<file path="src/rtl/acud_pkg.sv">
// Package of the AFSK correlator demodulator: widths, register indexes,
// controller states, command structs and the reference-tone coefficient ROM.
package acud_pkg;

   // Default build parameters.
   localparam int TAPS_DEF        = 8;
   localparam int SAMPLE_BITS_DEF = 16;
   localparam int COEF_BITS_DEF   = 16;

   // Correlator sums are cut to Q3.15 before squaring.
   localparam int ACC_BITS    = 18;
   localparam int ACC_FRAC    = 15;
   localparam int ENERGY_BITS = 2 * ACC_BITS + 2;
   localparam int TABLE_TAPS  = 8;

   // Bit clock and framer.
   localparam int PHASE_BITS  = 16;
   localparam int NUDGE_BITS  = 15;
   localparam int FRAME_BITS  = 11;
   localparam int BYTE_BITS   = 8;
   localparam logic [PHASE_BITS-1:0] PHASE_INC_RESET   = 16'd14153;
   localparam logic [NUDGE_BITS-1:0] PHASE_NUDGE_RESET = 15'd1769;
   localparam logic [PHASE_BITS:0]   PHASE_HALF        = 17'h08000;
   localparam logic [FRAME_BITS-1:0] FRAME_TOP         = 11'h400;

   // Configuration port.
   localparam int CSR_INDEX_BITS = 1;
   localparam int CSR_DATA_BITS  = 16;
   typedef enum logic [CSR_INDEX_BITS-1:0] {
      REG_PHASE_INC   = 1'b0,
      REG_PHASE_NUDGE = 1'b1
   } csr_reg_type;

   // Correlator references, in the order mark cos, mark sin, space cos, space sin.
   localparam int NUM_CORR = 4;
   typedef enum logic [1:0] {
      CORR_MARK_COS  = 2'd0,
      CORR_MARK_SIN  = 2'd1,
      CORR_SPACE_COS = 2'd2,
      CORR_SPACE_SIN = 2'd3
   } corr_type;

   localparam int COEF_TAB [NUM_CORR][TABLE_TAPS] = '{
      '{  2621,  1761, -19153, -18717,  20513,  18457, -2354, -2614 },
      '{     0,  8108,   8731, -25056, -23608,  10119,  7956,  -193 },
      '{  2621,  6459,   4467, -14014, -28458, -20391, -4965,    97 },
      '{     0,  5207,  20569,  27960,  12973,  -5223, -6647, -2620 }
   };

   // Coefficient of reference k at tap i, rescaled from Q1.15 to bits wide,
   // truncated toward zero when narrower. Taps past the table are zero.
   function automatic int coef_scaled(input logic [1:0] k, input int i, input int bits);
      int c;
      logic [2:0] idx;
      idx = i[2:0];
      if (i >= TABLE_TAPS) begin
         return 0;
      end
      c = COEF_TAB[k][idx];
      if (bits >= 16) begin
         return c <<< (bits - 16);
      end
      if (c < 0) begin
         return -((-c) >>> (16 - bits));
      end
      return c >>> (16 - bits);
   endfunction

   // Controller states.
   typedef enum logic [2:0] {
      ST_IDLE,
      ST_CLEAR,
      ST_MAC,
      ST_DRAIN,
      ST_SAT,
      ST_SQUARE,
      ST_ENERGY,
      ST_DECIDE
   } ctrl_state_type;

   // Commands from the controller to the datapath.
   typedef struct packed {
      logic     load;      // shift the accepted sample into the window
      logic     en_clear;  // clear the energy difference
      logic     acc_clear; // clear the correlation sum and product
      logic     mul_en;    // capture a product
      logic     square;    // multiplier squares the saturated sum
      logic     acc_add;   // add the product into the correlation sum
      logic     sat_en;    // capture the cut and saturated sum
      logic     en_add;    // fold the square into the energy difference
      corr_type corr;      // reference being correlated
      logic     commit;    // tone decision, bit clock and framer update
   } dp_cmd_type;

   // Status from the datapath to the controller.
   typedef struct packed {
      logic out_free;      // result register can take a byte this cycle
   } dp_status_type;

endpackage

</file>
<file path="src/rtl/acud_sample_if.sv">
// Stream interface carrying one signed audio sample per beat.
// Depends on acud_pkg for the default sample width.
interface acud_sample_if #(
   parameter int SAMPLE_BITS = acud_pkg::SAMPLE_BITS_DEF
);
   logic                          valid;
   logic                          ready;
   logic signed [SAMPLE_BITS-1:0] sample;

   modport source (output valid, output sample, input ready);
   modport sink   (input valid, input sample, output ready);
endinterface

</file>
<file path="src/rtl/acud_byte_if.sv">
// Stream interface carrying one received data byte per beat.
// Depends on acud_pkg for the byte width.
interface acud_byte_if;
   logic                             valid;
   logic                             ready;
   logic [acud_pkg::BYTE_BITS-1:0]   rx_byte;

   modport source (output valid, output rx_byte, input ready);
   modport sink   (input valid, input rx_byte, output ready);
endinterface

</file>
<file path="src/rtl/afsk_correlator_uart_demodulator.sv">
// AFSK demodulator: one signed audio sample per req beat, one received byte per
// rsp beat whenever a start/stop frame completes. Samples are taken one at a time:
// a new beat is accepted only once one shared multiplier has computed, for each of
// the four references in turn, every tap product and then the square. The decision
// step waits as long as the previous byte sits untaken in the result register,
// whether or not this sample completes a byte. Registers are to be written over
// csr_ only while idle; the block itself does not enforce this.
module afsk_correlator_uart_demodulator #(
   parameter int TAPS        = acud_pkg::TAPS_DEF,
   parameter int SAMPLE_BITS = acud_pkg::SAMPLE_BITS_DEF,
   parameter int COEF_BITS   = acud_pkg::COEF_BITS_DEF
) (
   input  logic                                 clock,
   input  logic                                 reset,
   acud_sample_if.sink                          req_if,
   acud_byte_if.source                          rsp_if,
   input  logic                                 csr_we,
   input  logic [acud_pkg::CSR_INDEX_BITS-1:0]  csr_index,
   input  logic [acud_pkg::CSR_DATA_BITS-1:0]   csr_wdata
);
   acud_pkg::dp_cmd_type          cmd;
   acud_pkg::dp_status_type       status;
   logic [$clog2(TAPS)-1:0]       tap_idx;
   logic signed [SAMPLE_BITS-1:0] sample;

   assign sample = req_if.sample;

   // Sequencer.
   acud_ctrl #(
      .TAPS (TAPS)
   ) u_ctrl (
      .clock     (clock),
      .reset     (reset),
      .req_valid (req_if.valid),
      .req_ready (req_if.ready),
      .status    (status),
      .cmd       (cmd),
      .tap_idx   (tap_idx)
   );

   // Arithmetic, bit clock and framer.
   acud_datapath #(
      .TAPS        (TAPS),
      .SAMPLE_BITS (SAMPLE_BITS),
      .COEF_BITS   (COEF_BITS)
   ) u_datapath (
      .clock     (clock),
      .reset     (reset),
      .cmd       (cmd),
      .tap_idx   (tap_idx),
      .status    (status),
      .sample    (sample),
      .csr_we    (csr_we),
      .csr_index (csr_index),
      .csr_wdata (csr_wdata),
      .rsp_valid (rsp_if.valid),
      .rsp_ready (rsp_if.ready),
      .rsp_byte  (rsp_if.rx_byte)
   );

endmodule

</file>
<file path="src/rtl/acud_ctrl.sv">
// Sequencer of the demodulator: walks the shared multiplier over every tap of
// each reference followed by its square, then the decision. Uses acud_pkg.
module acud_ctrl #(
   parameter int TAPS = acud_pkg::TAPS_DEF
) (
   input  logic                         clock,
   input  logic                         reset,
   input  logic                         req_valid,
   output logic                         req_ready,
   input  acud_pkg::dp_status_type      status,
   output acud_pkg::dp_cmd_type         cmd,
   output logic [$clog2(TAPS)-1:0]      tap_idx
);
   localparam int TW = $clog2(TAPS);
   localparam logic [TW-1:0] TAP_LAST = TW'(TAPS - 1);

   acud_pkg::ctrl_state_type state_ff, state_in;
   logic [TW-1:0]            tap_ff, tap_in;
   acud_pkg::corr_type       corr_ff, corr_in;

   // State and counter registers.
   always_ff @(posedge clock) begin
      if (reset) begin
         state_ff <= acud_pkg::ST_IDLE;
         tap_ff   <= '0;
         corr_ff  <= acud_pkg::CORR_MARK_COS;
      end else begin
         state_ff <= state_in;
         tap_ff   <= tap_in;
         corr_ff  <= corr_in;
      end
   end

   // Next state: four correlations in turn, then one decision.
   always_comb begin
      state_in = state_ff;
      tap_in   = tap_ff;
      corr_in  = corr_ff;
      case (state_ff)
         acud_pkg::ST_IDLE: begin
            if (req_valid) begin
               state_in = acud_pkg::ST_CLEAR;
               corr_in  = acud_pkg::CORR_MARK_COS;
            end
         end
         acud_pkg::ST_CLEAR: begin
            state_in = acud_pkg::ST_MAC;
            tap_in   = '0;
         end
         acud_pkg::ST_MAC: begin
            if (tap_ff == TAP_LAST) begin
               state_in = acud_pkg::ST_DRAIN;
            end else begin
               tap_in = tap_ff + 1'b1;
            end
         end
         acud_pkg::ST_DRAIN:  state_in = acud_pkg::ST_SAT;
         acud_pkg::ST_SAT:    state_in = acud_pkg::ST_SQUARE;
         acud_pkg::ST_SQUARE: state_in = acud_pkg::ST_ENERGY;
         acud_pkg::ST_ENERGY: begin
            if (corr_ff == acud_pkg::CORR_SPACE_SIN) begin
               state_in = acud_pkg::ST_DECIDE;
            end else begin
               state_in = acud_pkg::ST_CLEAR;
               corr_in  = acud_pkg::corr_type'(corr_ff + 2'd1);
            end
         end
         acud_pkg::ST_DECIDE: begin
            if (status.out_free) begin
               state_in = acud_pkg::ST_IDLE;
            end
         end
         default: state_in = acud_pkg::ST_IDLE;
      endcase
   end

   // Commands for the current state.
   always_comb begin
      cmd       = '0;
      cmd.corr  = corr_ff;
      tap_idx   = tap_ff;
      req_ready = 1'b0;
      case (state_ff)
         acud_pkg::ST_IDLE: begin
            req_ready    = 1'b1;
            cmd.load     = req_valid;
            cmd.en_clear = req_valid;
         end
         acud_pkg::ST_CLEAR:  cmd.acc_clear = 1'b1;
         acud_pkg::ST_MAC: begin
            cmd.mul_en  = 1'b1;
            cmd.acc_add = 1'b1;
         end
         acud_pkg::ST_DRAIN:  cmd.acc_add = 1'b1;
         acud_pkg::ST_SAT:    cmd.sat_en  = 1'b1;
         acud_pkg::ST_SQUARE: begin
            cmd.mul_en = 1'b1;
            cmd.square = 1'b1;
         end
         acud_pkg::ST_ENERGY: cmd.en_add = 1'b1;
         acud_pkg::ST_DECIDE: cmd.commit = status.out_free;
         default: cmd = '0;
      endcase
   end

endmodule

</file>
<file path="src/rtl/acud_datapath.sv">
// Datapath of the demodulator: sample window, shared multiplier, correlation
// and energy accumulators, bit clock, framer, result register. Uses acud_pkg.
module acud_datapath #(
   parameter int TAPS        = acud_pkg::TAPS_DEF,
   parameter int SAMPLE_BITS = acud_pkg::SAMPLE_BITS_DEF,
   parameter int COEF_BITS   = acud_pkg::COEF_BITS_DEF
) (
   input  logic                                 clock,
   input  logic                                 reset,
   input  acud_pkg::dp_cmd_type                 cmd,
   input  logic [$clog2(TAPS)-1:0]              tap_idx,
   output acud_pkg::dp_status_type              status,
   input  logic signed [SAMPLE_BITS-1:0]        sample,
   input  logic                                 csr_we,
   input  logic [acud_pkg::CSR_INDEX_BITS-1:0]  csr_index,
   input  logic [acud_pkg::CSR_DATA_BITS-1:0]   csr_wdata,
   output logic                                 rsp_valid,
   input  logic                                 rsp_ready,
   output logic [acud_pkg::BYTE_BITS-1:0]       rsp_byte
);
   localparam int AB  = acud_pkg::ACC_BITS;
   localparam int MA  = (SAMPLE_BITS > AB) ? SAMPLE_BITS : AB;
   localparam int MB  = (COEF_BITS > AB) ? COEF_BITS : AB;
   localparam int PW  = MA + MB;
   localparam int SW  = PW + $clog2(TAPS);
   localparam int EB  = acud_pkg::ENERGY_BITS;
   localparam int SH  = SAMPLE_BITS + COEF_BITS - 2 - acud_pkg::ACC_FRAC;
   localparam int SHR = (SH > 0) ? SH : 0;
   localparam int SHL = (SH < 0) ? -SH : 0;
   localparam int PB  = acud_pkg::PHASE_BITS;
   localparam int PX  = PB + 3;
   localparam int FB  = acud_pkg::FRAME_BITS;
   localparam logic signed [SW-1:0] SAT_HI = SW'((64'sd1 <<< (AB - 1)) - 64'sd1);
   localparam logic signed [SW-1:0] SAT_LO = -SAT_HI - SW'(1);

   logic signed [SAMPLE_BITS-1:0] win_ff [TAPS];
   logic signed [PW-1:0]          prod_ff;
   logic signed [SW-1:0]          sum_ff;
   logic signed [AB-1:0]          sat_ff;
   logic signed [EB-1:0]          en_ff;
   logic [PB-1:0]                 inc_ff;
   logic [acud_pkg::NUDGE_BITS-1:0] nudge_ff;
   logic [PB-1:0]                 phase_ff, phase_in;
   logic                          last_tone_ff;
   logic [FB-1:0]                 frame_ff, frame_in;
   logic                          rsp_valid_ff;
   logic [acud_pkg::BYTE_BITS-1:0] rsp_byte_ff;

   logic signed [COEF_BITS-1:0]   coef;
   logic signed [MA-1:0]          mul_a;
   logic signed [MB-1:0]          mul_b;
   logic signed [PW-1:0]          product;
   logic signed [SW-1:0]          shifted;
   logic signed [SW-1:0]          clipped;
   logic signed [EB-1:0]          square_ext;
   logic                          tone;
   logic                          tone_edge;
   logic [PB:0]                   threshold;
   logic [PX-1:0]                 p_nudged;
   logic [PX-1:0]                 p_sum;
   logic                          wrap;
   logic                          emit;
   logic [FB-1:0]                 frame_mid;

   // Sample window, oldest sample at index zero.
   always_ff @(posedge clock) begin
      if (reset) begin
         for (int i = 0; i < TAPS; i++) begin
            win_ff[i] <= '0;
         end
      end else if (cmd.load) begin
         for (int i = 0; i < TAPS - 1; i++) begin
            win_ff[i] <= win_ff[i + 1];
         end
         win_ff[TAPS - 1] <= sample;
      end
   end

   // Shared multiplier: tap products, then the square of the cut sum.
   assign coef    = COEF_BITS'(acud_pkg::coef_scaled(cmd.corr, int'(tap_idx), COEF_BITS));
   assign mul_a   = cmd.square ? MA'(sat_ff) : MA'(win_ff[tap_idx]);
   assign mul_b   = cmd.square ? MB'(sat_ff) : MB'(coef);
   assign product = mul_a * mul_b;

   always_ff @(posedge clock) begin
      if (cmd.acc_clear) begin
         prod_ff <= '0;
      end else if (cmd.mul_en) begin
         prod_ff <= product;
      end
   end

   // Correlation sum; the add works on the product registered in the cycle before.
   always_ff @(posedge clock) begin
      if (cmd.acc_clear) begin
         sum_ff <= '0;
      end else if (cmd.acc_add) begin
         sum_ff <= sum_ff + SW'(prod_ff);
      end
   end

   // Cut to Q3.15 with a flooring shift, then saturate to 18 bits.
   assign shifted = (sum_ff >>> SHR) <<< SHL;
   always_comb begin
      clipped = shifted;
      if (shifted > SAT_HI) begin
         clipped = SAT_HI;
      end else if (shifted < SAT_LO) begin
         clipped = SAT_LO;
      end
   end

   always_ff @(posedge clock) begin
      if (cmd.sat_en) begin
         sat_ff <= AB'(clipped);
      end
   end

   // Mark energy minus space energy.
   assign square_ext = EB'(prod_ff);
   always_ff @(posedge clock) begin
      if (cmd.en_clear) begin
         en_ff <= '0;
      end else if (cmd.en_add) begin
         if (cmd.corr[1]) begin
            en_ff <= en_ff - square_ext;
         end else begin
            en_ff <= en_ff + square_ext;
         end
      end
   end

   // Configuration registers.
   always_ff @(posedge clock) begin
      if (reset) begin
         inc_ff   <= acud_pkg::PHASE_INC_RESET;
         nudge_ff <= acud_pkg::PHASE_NUDGE_RESET;
      end else if (csr_we) begin
         case (acud_pkg::csr_reg_type'(csr_index))
            acud_pkg::REG_PHASE_INC:   inc_ff   <= csr_wdata[PB-1:0];
            acud_pkg::REG_PHASE_NUDGE: nudge_ff <= csr_wdata[acud_pkg::NUDGE_BITS-1:0];
            default: ;
         endcase
      end
   end

   // Tone decision and bit clock. The phase sum is kept in 19 bits so that
   // both an overflow past 0xffff and a dip below zero show in the top bits.
   assign tone      = (en_ff > EB'(0));
   assign tone_edge = tone ^ last_tone_ff;
   assign threshold = acud_pkg::PHASE_HALF - {2'b00, inc_ff[PB-1:1]};

   always_comb begin
      p_nudged = PX'(phase_ff);
      if (tone_edge) begin
         if ({1'b0, phase_ff} < threshold) begin
            p_nudged = PX'(phase_ff) + PX'(nudge_ff);
         end else begin
            p_nudged = PX'(phase_ff) - PX'(nudge_ff);
         end
      end
   end

   assign p_sum    = p_nudged + PX'(inc_ff);
   assign wrap     = |p_sum[PX-1:PB];
   assign phase_in = p_sum[PB-1:0];

   // Start/stop framer; the sampled data bit is the inverted tone.
   always_comb begin
      emit      = 1'b0;
      frame_mid = frame_ff;
      if (!tone) begin
         if (frame_ff[0] && !frame_ff[1]) begin
            emit      = 1'b1;
            frame_mid = acud_pkg::FRAME_TOP;
         end else begin
            frame_mid = frame_ff | acud_pkg::FRAME_TOP;
         end
      end
      if (frame_mid[0]) begin
         frame_mid[1] = 1'b1;
      end
      frame_in = frame_mid >> 1;
   end

   always_ff @(posedge clock) begin
      if (reset) begin
         phase_ff     <= '0;
         last_tone_ff <= 1'b0;
         frame_ff     <= '0;
      end else if (cmd.commit) begin
         phase_ff     <= phase_in;
         last_tone_ff <= tone;
         if (wrap) begin
            frame_ff <= frame_in;
         end
      end
   end

   // Result register.
   always_ff @(posedge clock) begin
      if (reset) begin
         rsp_valid_ff <= 1'b0;
      end else if (cmd.commit && wrap && emit) begin
         rsp_valid_ff <= 1'b1;
      end else if (rsp_ready) begin
         rsp_valid_ff <= 1'b0;
      end
   end

   always_ff @(posedge clock) begin
      if (cmd.commit && wrap && emit) begin
         rsp_byte_ff <= frame_ff[acud_pkg::BYTE_BITS+1:2];
      end
   end

   assign status.out_free = !rsp_valid_ff || rsp_ready;
   assign rsp_valid       = rsp_valid_ff;
   assign rsp_byte        = rsp_byte_ff;

endmodule

</file>
<file path="src/flat_wrapper.sv">
// flat-port wrapper written by rule: the top's interface ports become plain ports
module afsk_correlator_uart_demodulator_flat 
#(
   parameter int TAPS        = acud_pkg::TAPS_DEF,
   parameter int SAMPLE_BITS = acud_pkg::SAMPLE_BITS_DEF,
   parameter int COEF_BITS   = acud_pkg::COEF_BITS_DEF
)
  (clock, reset, csr_we, csr_index, csr_wdata, req_if_valid, req_if_sample, req_if_ready, rsp_if_valid, rsp_if_rx_byte, rsp_if_ready);
  acud_sample_if #(.SAMPLE_BITS(SAMPLE_BITS)) req_if_i ();
  acud_byte_if rsp_if_i ();
  input  logic clock;
  input  logic reset;
  input  logic csr_we;
  input  logic [acud_pkg::CSR_INDEX_BITS-1:0] csr_index;
  input  logic [acud_pkg::CSR_DATA_BITS-1:0] csr_wdata;
  input wire logic [$bits(req_if_i.valid)-1:0] req_if_valid;
  input wire logic [$bits(req_if_i.sample)-1:0] req_if_sample;
  output wire logic [$bits(req_if_i.ready)-1:0] req_if_ready;
  output wire logic [$bits(rsp_if_i.valid)-1:0] rsp_if_valid;
  output wire logic [$bits(rsp_if_i.rx_byte)-1:0] rsp_if_rx_byte;
  input wire logic [$bits(rsp_if_i.ready)-1:0] rsp_if_ready;
  assign req_if_i.valid = req_if_valid;
  assign req_if_i.sample = req_if_sample;
  assign req_if_ready = req_if_i.ready;
  assign rsp_if_valid = rsp_if_i.valid;
  assign rsp_if_rx_byte = rsp_if_i.rx_byte;
  assign rsp_if_i.ready = rsp_if_ready;
  afsk_correlator_uart_demodulator #(.TAPS(TAPS), .SAMPLE_BITS(SAMPLE_BITS), .COEF_BITS(COEF_BITS)) u_core (.clock(clock), .reset(reset), .req_if(req_if_i), .rsp_if(rsp_if_i), .csr_we(csr_we), .csr_index(csr_index), .csr_wdata(csr_wdata));
endmodule
</file>
<file path="config.mk">
export PLATFORM = sky130hd
export DESIGN_NAME = afsk_correlator_uart_demodulator_flat
export DESIGN_NICKNAME = d
export VERILOG_FILES = /design/src/rtl/acud_pkg.sv /design/src/rtl/acud_sample_if.sv /design/src/rtl/acud_byte_if.sv /design/src/rtl/afsk_correlator_uart_demodulator.sv /design/src/rtl/acud_ctrl.sv /design/src/rtl/acud_datapath.sv /design/src/flat_wrapper.sv
export SDC_FILE = /design/constraint.sdc
export NUM_CORES = 2
export LEC_CHECK = 0
export ABC_AREA = 1
export BUFFER_PORTS_ARGS = -buffer_cell sky130_fd_sc_hd__buf_2
export CAP_MARGIN = 5
export CORE_AREA = 2 2 272 274
export DETAILED_ROUTE_END_ITERATION = 6
export DIE_AREA = 0 0 274 276
export GPL_TIMING_DRIVEN = 0
export PLACE_DENSITY = 0.65
export SETUP_SLACK_MARGIN = 0.4
export SLEW_MARGIN = 20
export SYNTH_ARGS = -nofsm -noshare
export SYNTH_HDL_FRONTEND = slang
export SYNTH_SLANG_ARGS = --single-unit
</file>
<file path="constraint.sdc">
create_clock -name clock -period 9.04 [get_ports clock]
set_clock_uncertainty 0.05 [all_clocks]
set_input_delay 0.452 -clock clock [delete_from_list [all_inputs] [get_ports clock]]
set_output_delay 0.452 -clock clock [all_outputs]
set_load 0.01 [all_outputs]
</file>
==> tab_implementation.tex <==
\begin{tabular}{lr}
\hline
Metric & Value \\
\hline
\multicolumn{2}{l}{\textbf{Run status}} \\
\quad Run status & finished clean \\
\multicolumn{2}{l}{\textbf{Die}} \\
\quad Number of ports placed on the die boundary & 48 \\
\quad Horizontal die dimension & 274 um \\
\quad Placement Rows & 99 \\
\quad Vertical extent of the die & around 280 um \\
\quad Die area & approximately 76000 um\^{}2 \\
\quad Effective utilization at floorplan & 49.68\% \\
\quad Placeable Area & 72590 um\^{}2 \\
\multicolumn{2}{l}{\textbf{Clock network}} \\
\quad Num Clock Sinks & approximately 340 \\
\quad Clock Tree Root & clkbuf\_16 \\
\quad H-Tree Depth & 2 \\
\quad Post-CTS Repair Setup Buffers & 0 \\
\quad Total CTS buffers & 42 \\
\quad Count of hold-fix buffers inserted at cts & 0 \\
\quad Maximum clock insertion buffer count & 3 \\
\quad Clock-pin slew reported for the worst setup and hold paths after clock tree synthesis & 60 ps \\
\quad TritonCTS clock tree & built \\
\quad Clock insertion delay at the later pin of the skew report & 600 ps \\
\multicolumn{2}{l}{\textbf{Finish}} \\
\quad Number of fill cells & 7283 \\
\quad Core Util, Final & about 54\% \\
\quad Footprint of the flip-flops and latches & $\sim$8300 um\^{}2 \\
\quad Most common cell after layout, fill and taps aside & inv\_1 \\
\quad Nets & 5555 \\
\quad Fraction of layout instances using a drive strength above 1 & between 6 and 7\% \\
\quad Post-route non-filler standard cell count & 5935 \\
\quad Commonest non-fill, non-tap cells in the layout & inv\_1 (989), nand2\_1 (736), nor2\_1 (688) \\
\quad Synthesis-to-finish area growth & 8.220\% \\
\quad Area used by multi-input combinational logic & 23200 um\^{}2 \\
\quad Antenna fix cells & 0 \\
\multicolumn{2}{l}{\textbf{Routing}} \\
\quad Count of TritonRoute iterations in the first routing pass & 6 \\
\quad Post-route DRC & 0 \\
\quad Total Routed Length & 112.4 mm \\
\quad Avg WL per Cell & $\sim$19 um \\
\quad Iteration-0 DRC count of the detailed router & 3024 \\
\quad DR vias/cell & 5.391 \\
\quad Number of routed nets with antenna violations & 0 \\
\quad Total vias in the final route & 31996 \\
\multicolumn{2}{l}{\textbf{Yosys}} \\
\quad Ys Warns & 0 \\
\quad Number of distinct library cells after synthesis & 68 \\
\quad Fraction of synthesis flops using an asynchronous set or reset pin & 0\% \\
\quad Top\_reg\_cell synth & dfxtp\_1 \\
\quad Number of enable-type register cells in the synthesized netlist & 154 \\
\quad Post-Syn Nets & 5463 \\
\quad Synth Register Bits & roughly 340 \\
\quad Synthesized cell area & 36060 um\^{}2 \\
\quad Synth Instances & 4850 \\
\quad Register area share after synthesis & a little under a quarter \\
\quad Average instance area after synthesis & 7.435 um\^{}2 \\
\multicolumn{2}{l}{\textbf{Worst setup path}} \\
\quad Maximum fanout along the worst path & 10 \\
\quad CP max stage delay & 770 ps \\
\quad CP Class & reg -> reg \\
\quad Data arrival time of the critical path & 8640 ps \\
\quad Most common cell on crit path & fa\_1 \\
\quad Required time of the worst setup path & roughly 9500 ps \\
\quad Nature of the critical path startpoint & flop \\
\quad Slowest-stage cell, CP & o311ai\_0 \\
\quad Kind of end point of the critical path & flop \\
\multicolumn{2}{l}{\textbf{Timing}} \\
\quad Post-layout minimum cycle time & 8212 ps \\
\quad Period utilization & between 90\% and 100\% \\
\quad Final setup violation count & 0 \\
\quad Setup slack after layout & 827.5 ps \\
\quad Headroom to the max-slew limit & 19.67\% \\
\quad Setup repair after global routing missed its margin & no \\
\quad FMAX & 121.8 MHz \\
\quad Summed negative setup slack over all endpoints & 0 ps \\
\quad Slew Viols, Final & 0 \\
\quad Least-Margin Pin Slew & 1196 ps \\
\quad Final hold vios & 0 \\
\multicolumn{2}{l}{\textbf{Placed design}} \\
\quad Final HPWL from detailed placement & 91.47 mm \\
\quad Worst setup timing slack at the placement stage & 416.4 ps \\
\quad Port Buffers & 46 \\
\quad Placer congestion estimate & between 0.9 and 1 \\
\quad DP Cell Count & around 6000 \\
\multicolumn{2}{l}{\textbf{Global route}} \\
\quad Wire length of the first global-routing pass & 179.4 mm \\
\quad Tot GR Track Use & 30.29\% \\
\quad Initial antenna violation count & 1 \\
\quad Remaining global-route overflow & 0 \\
\quad Maximum number of pins on one net before global-route repair & 53 \\
\quad Vias in the first global route & 32150 \\
\multicolumn{2}{l}{\textbf{Run}} \\
\quad Max capacitance violation total & 0 \\
\multicolumn{2}{l}{\textbf{Min path}} \\
\quad Hold/Removal Path Class & in -> reg \\
\hline
\end{tabular}
Yosys cell counts (all sizes together) (17+ instances only):
cell type	n	area share (%)
dfxtp	183	10
nand4	42	0.75
o311ai	17	0.41
inv	1038	11
ha	240	8.3
fa	335	19
nand3	169	2.4
o211ai	63	1.3
o21bai	45	0.94
a31oi	23	0.48
or2	21	0.36
o21ai	306	4.4
a21oi	345	4.9
a21o	21	0.44
xnor2	30	0.73
clkbuf	74	0.77
nand2	755	8.0
nor2	702	7.5
xor2	91	2.2
buf	71	1.2
edfxtp	154	13
nor3	39	0.65
final timing paths:
| kind | startpoint | to | slack [ps] | cells after the start |
|---|---|---|---|---|
| worst max-delay path | flop | u_core.u_datapath.prod_ff[31]$_SDFFE_PP0P_ | 830 | 29 |
| worst min-delay path | csr_wdata[0] | u_core.u_datapath.nudge_ff[0]$_SDFFE_PP1P_ | 30 | 3 |
| worst max register to register | flop | u_core.u_datapath.prod_ff[31]$_SDFFE_PP0P_ | 830 | 29 |
| worst min register to register | u_core.u_datapath.frame_ff[6]$_SDFFE_PP0P_ | u_core.u_datapath.rsp_byte[4]$_DFFE_PP_ | 410 | 0 |
metal layers:
layer,vias to the layer above,part of all wire [%],global-route usage (%)
met5,-,0,0
met4,0,4.1,10.67
met3,256,6.8,4.125
met2,1116,46,49.21
met1,15117,43,41.31
li1,15507,-,-
stage by stage:
stage	hold slack, ps	area (um^2)
5_1_grt	33.84	39020
6_report	32.82	39020
4_1_cts	2.251	38990
3_3_place_gp	392.5	37490
3_5_place_dp	396.4	37550
2_1_floorplan	380.5	36060
cell type report:
type	instances	share of cell area, %
clock inverters	25	0.7791
inverters	1040	10.01
flip-flops and latches	337	21.24
plain buffers	145	1.828
clock buffers	53	2.902
repair buffers	48	0.7118
multi-input cells	3328	59.45
well taps	959	3.075
worst max-delay path, delay by kind of cell, from the launching register on:
family	cells	cell delay [ps]
buffers and inverters	8	1420
AOI/OAI and AO/OA	8	1900
adders and majority gates	7	3570
and+or+nand+nor	6	830
DFF	1	310
registers in the layout (all words and copies together) (netlist names), 2 cells and up, named ones only:
register                    flops
u_core.u_ctrl.corr_ff           2
u_core.u_ctrl.state_ff          3
u_core.u_ctrl.tap_idx           3
u_core.u_datapath.en_ff        38
u_core.u_datapath.frame_ff     10
u_core.u_datapath.inc_ff       16
u_core.u_datapath.nudge_ff     15
u_core.u_datapath.phase_ff     16
u_core.u_datapath.prod_ff      36
u_core.u_datapath.rsp_byte      8
u_core.u_datapath.sat_ff       18
u_core.u_datapath.sum_ff       39
u_core.u_datapath.win_ff      128
kinds of logic (layout without fill, tap and decap cells):
group                      after synthesis  count (layout)  synth area share, %
and+or+nand+nor                       1755            1755                20.26
buffers and inverters                 1185            1311                12.80
AOI/OAI and AO/OA                      877             877                14.09
adders and majority gates              575             575                26.93
DFF                                    337             337                22.98
xor gates and xnor gates               121             121                2.939
timing repair:
| item | in CTS | in global routing |
|---|---|---|
| gates cloned | 0 | 0 |
| resized for setup | 1 | 11 |
| endpoints found under the setup margin | 1 | 17 |
Power is left out: the tool's default activity adds up to more than one toggle a clock period on the data nets, which glitch-free logic cannot reach.
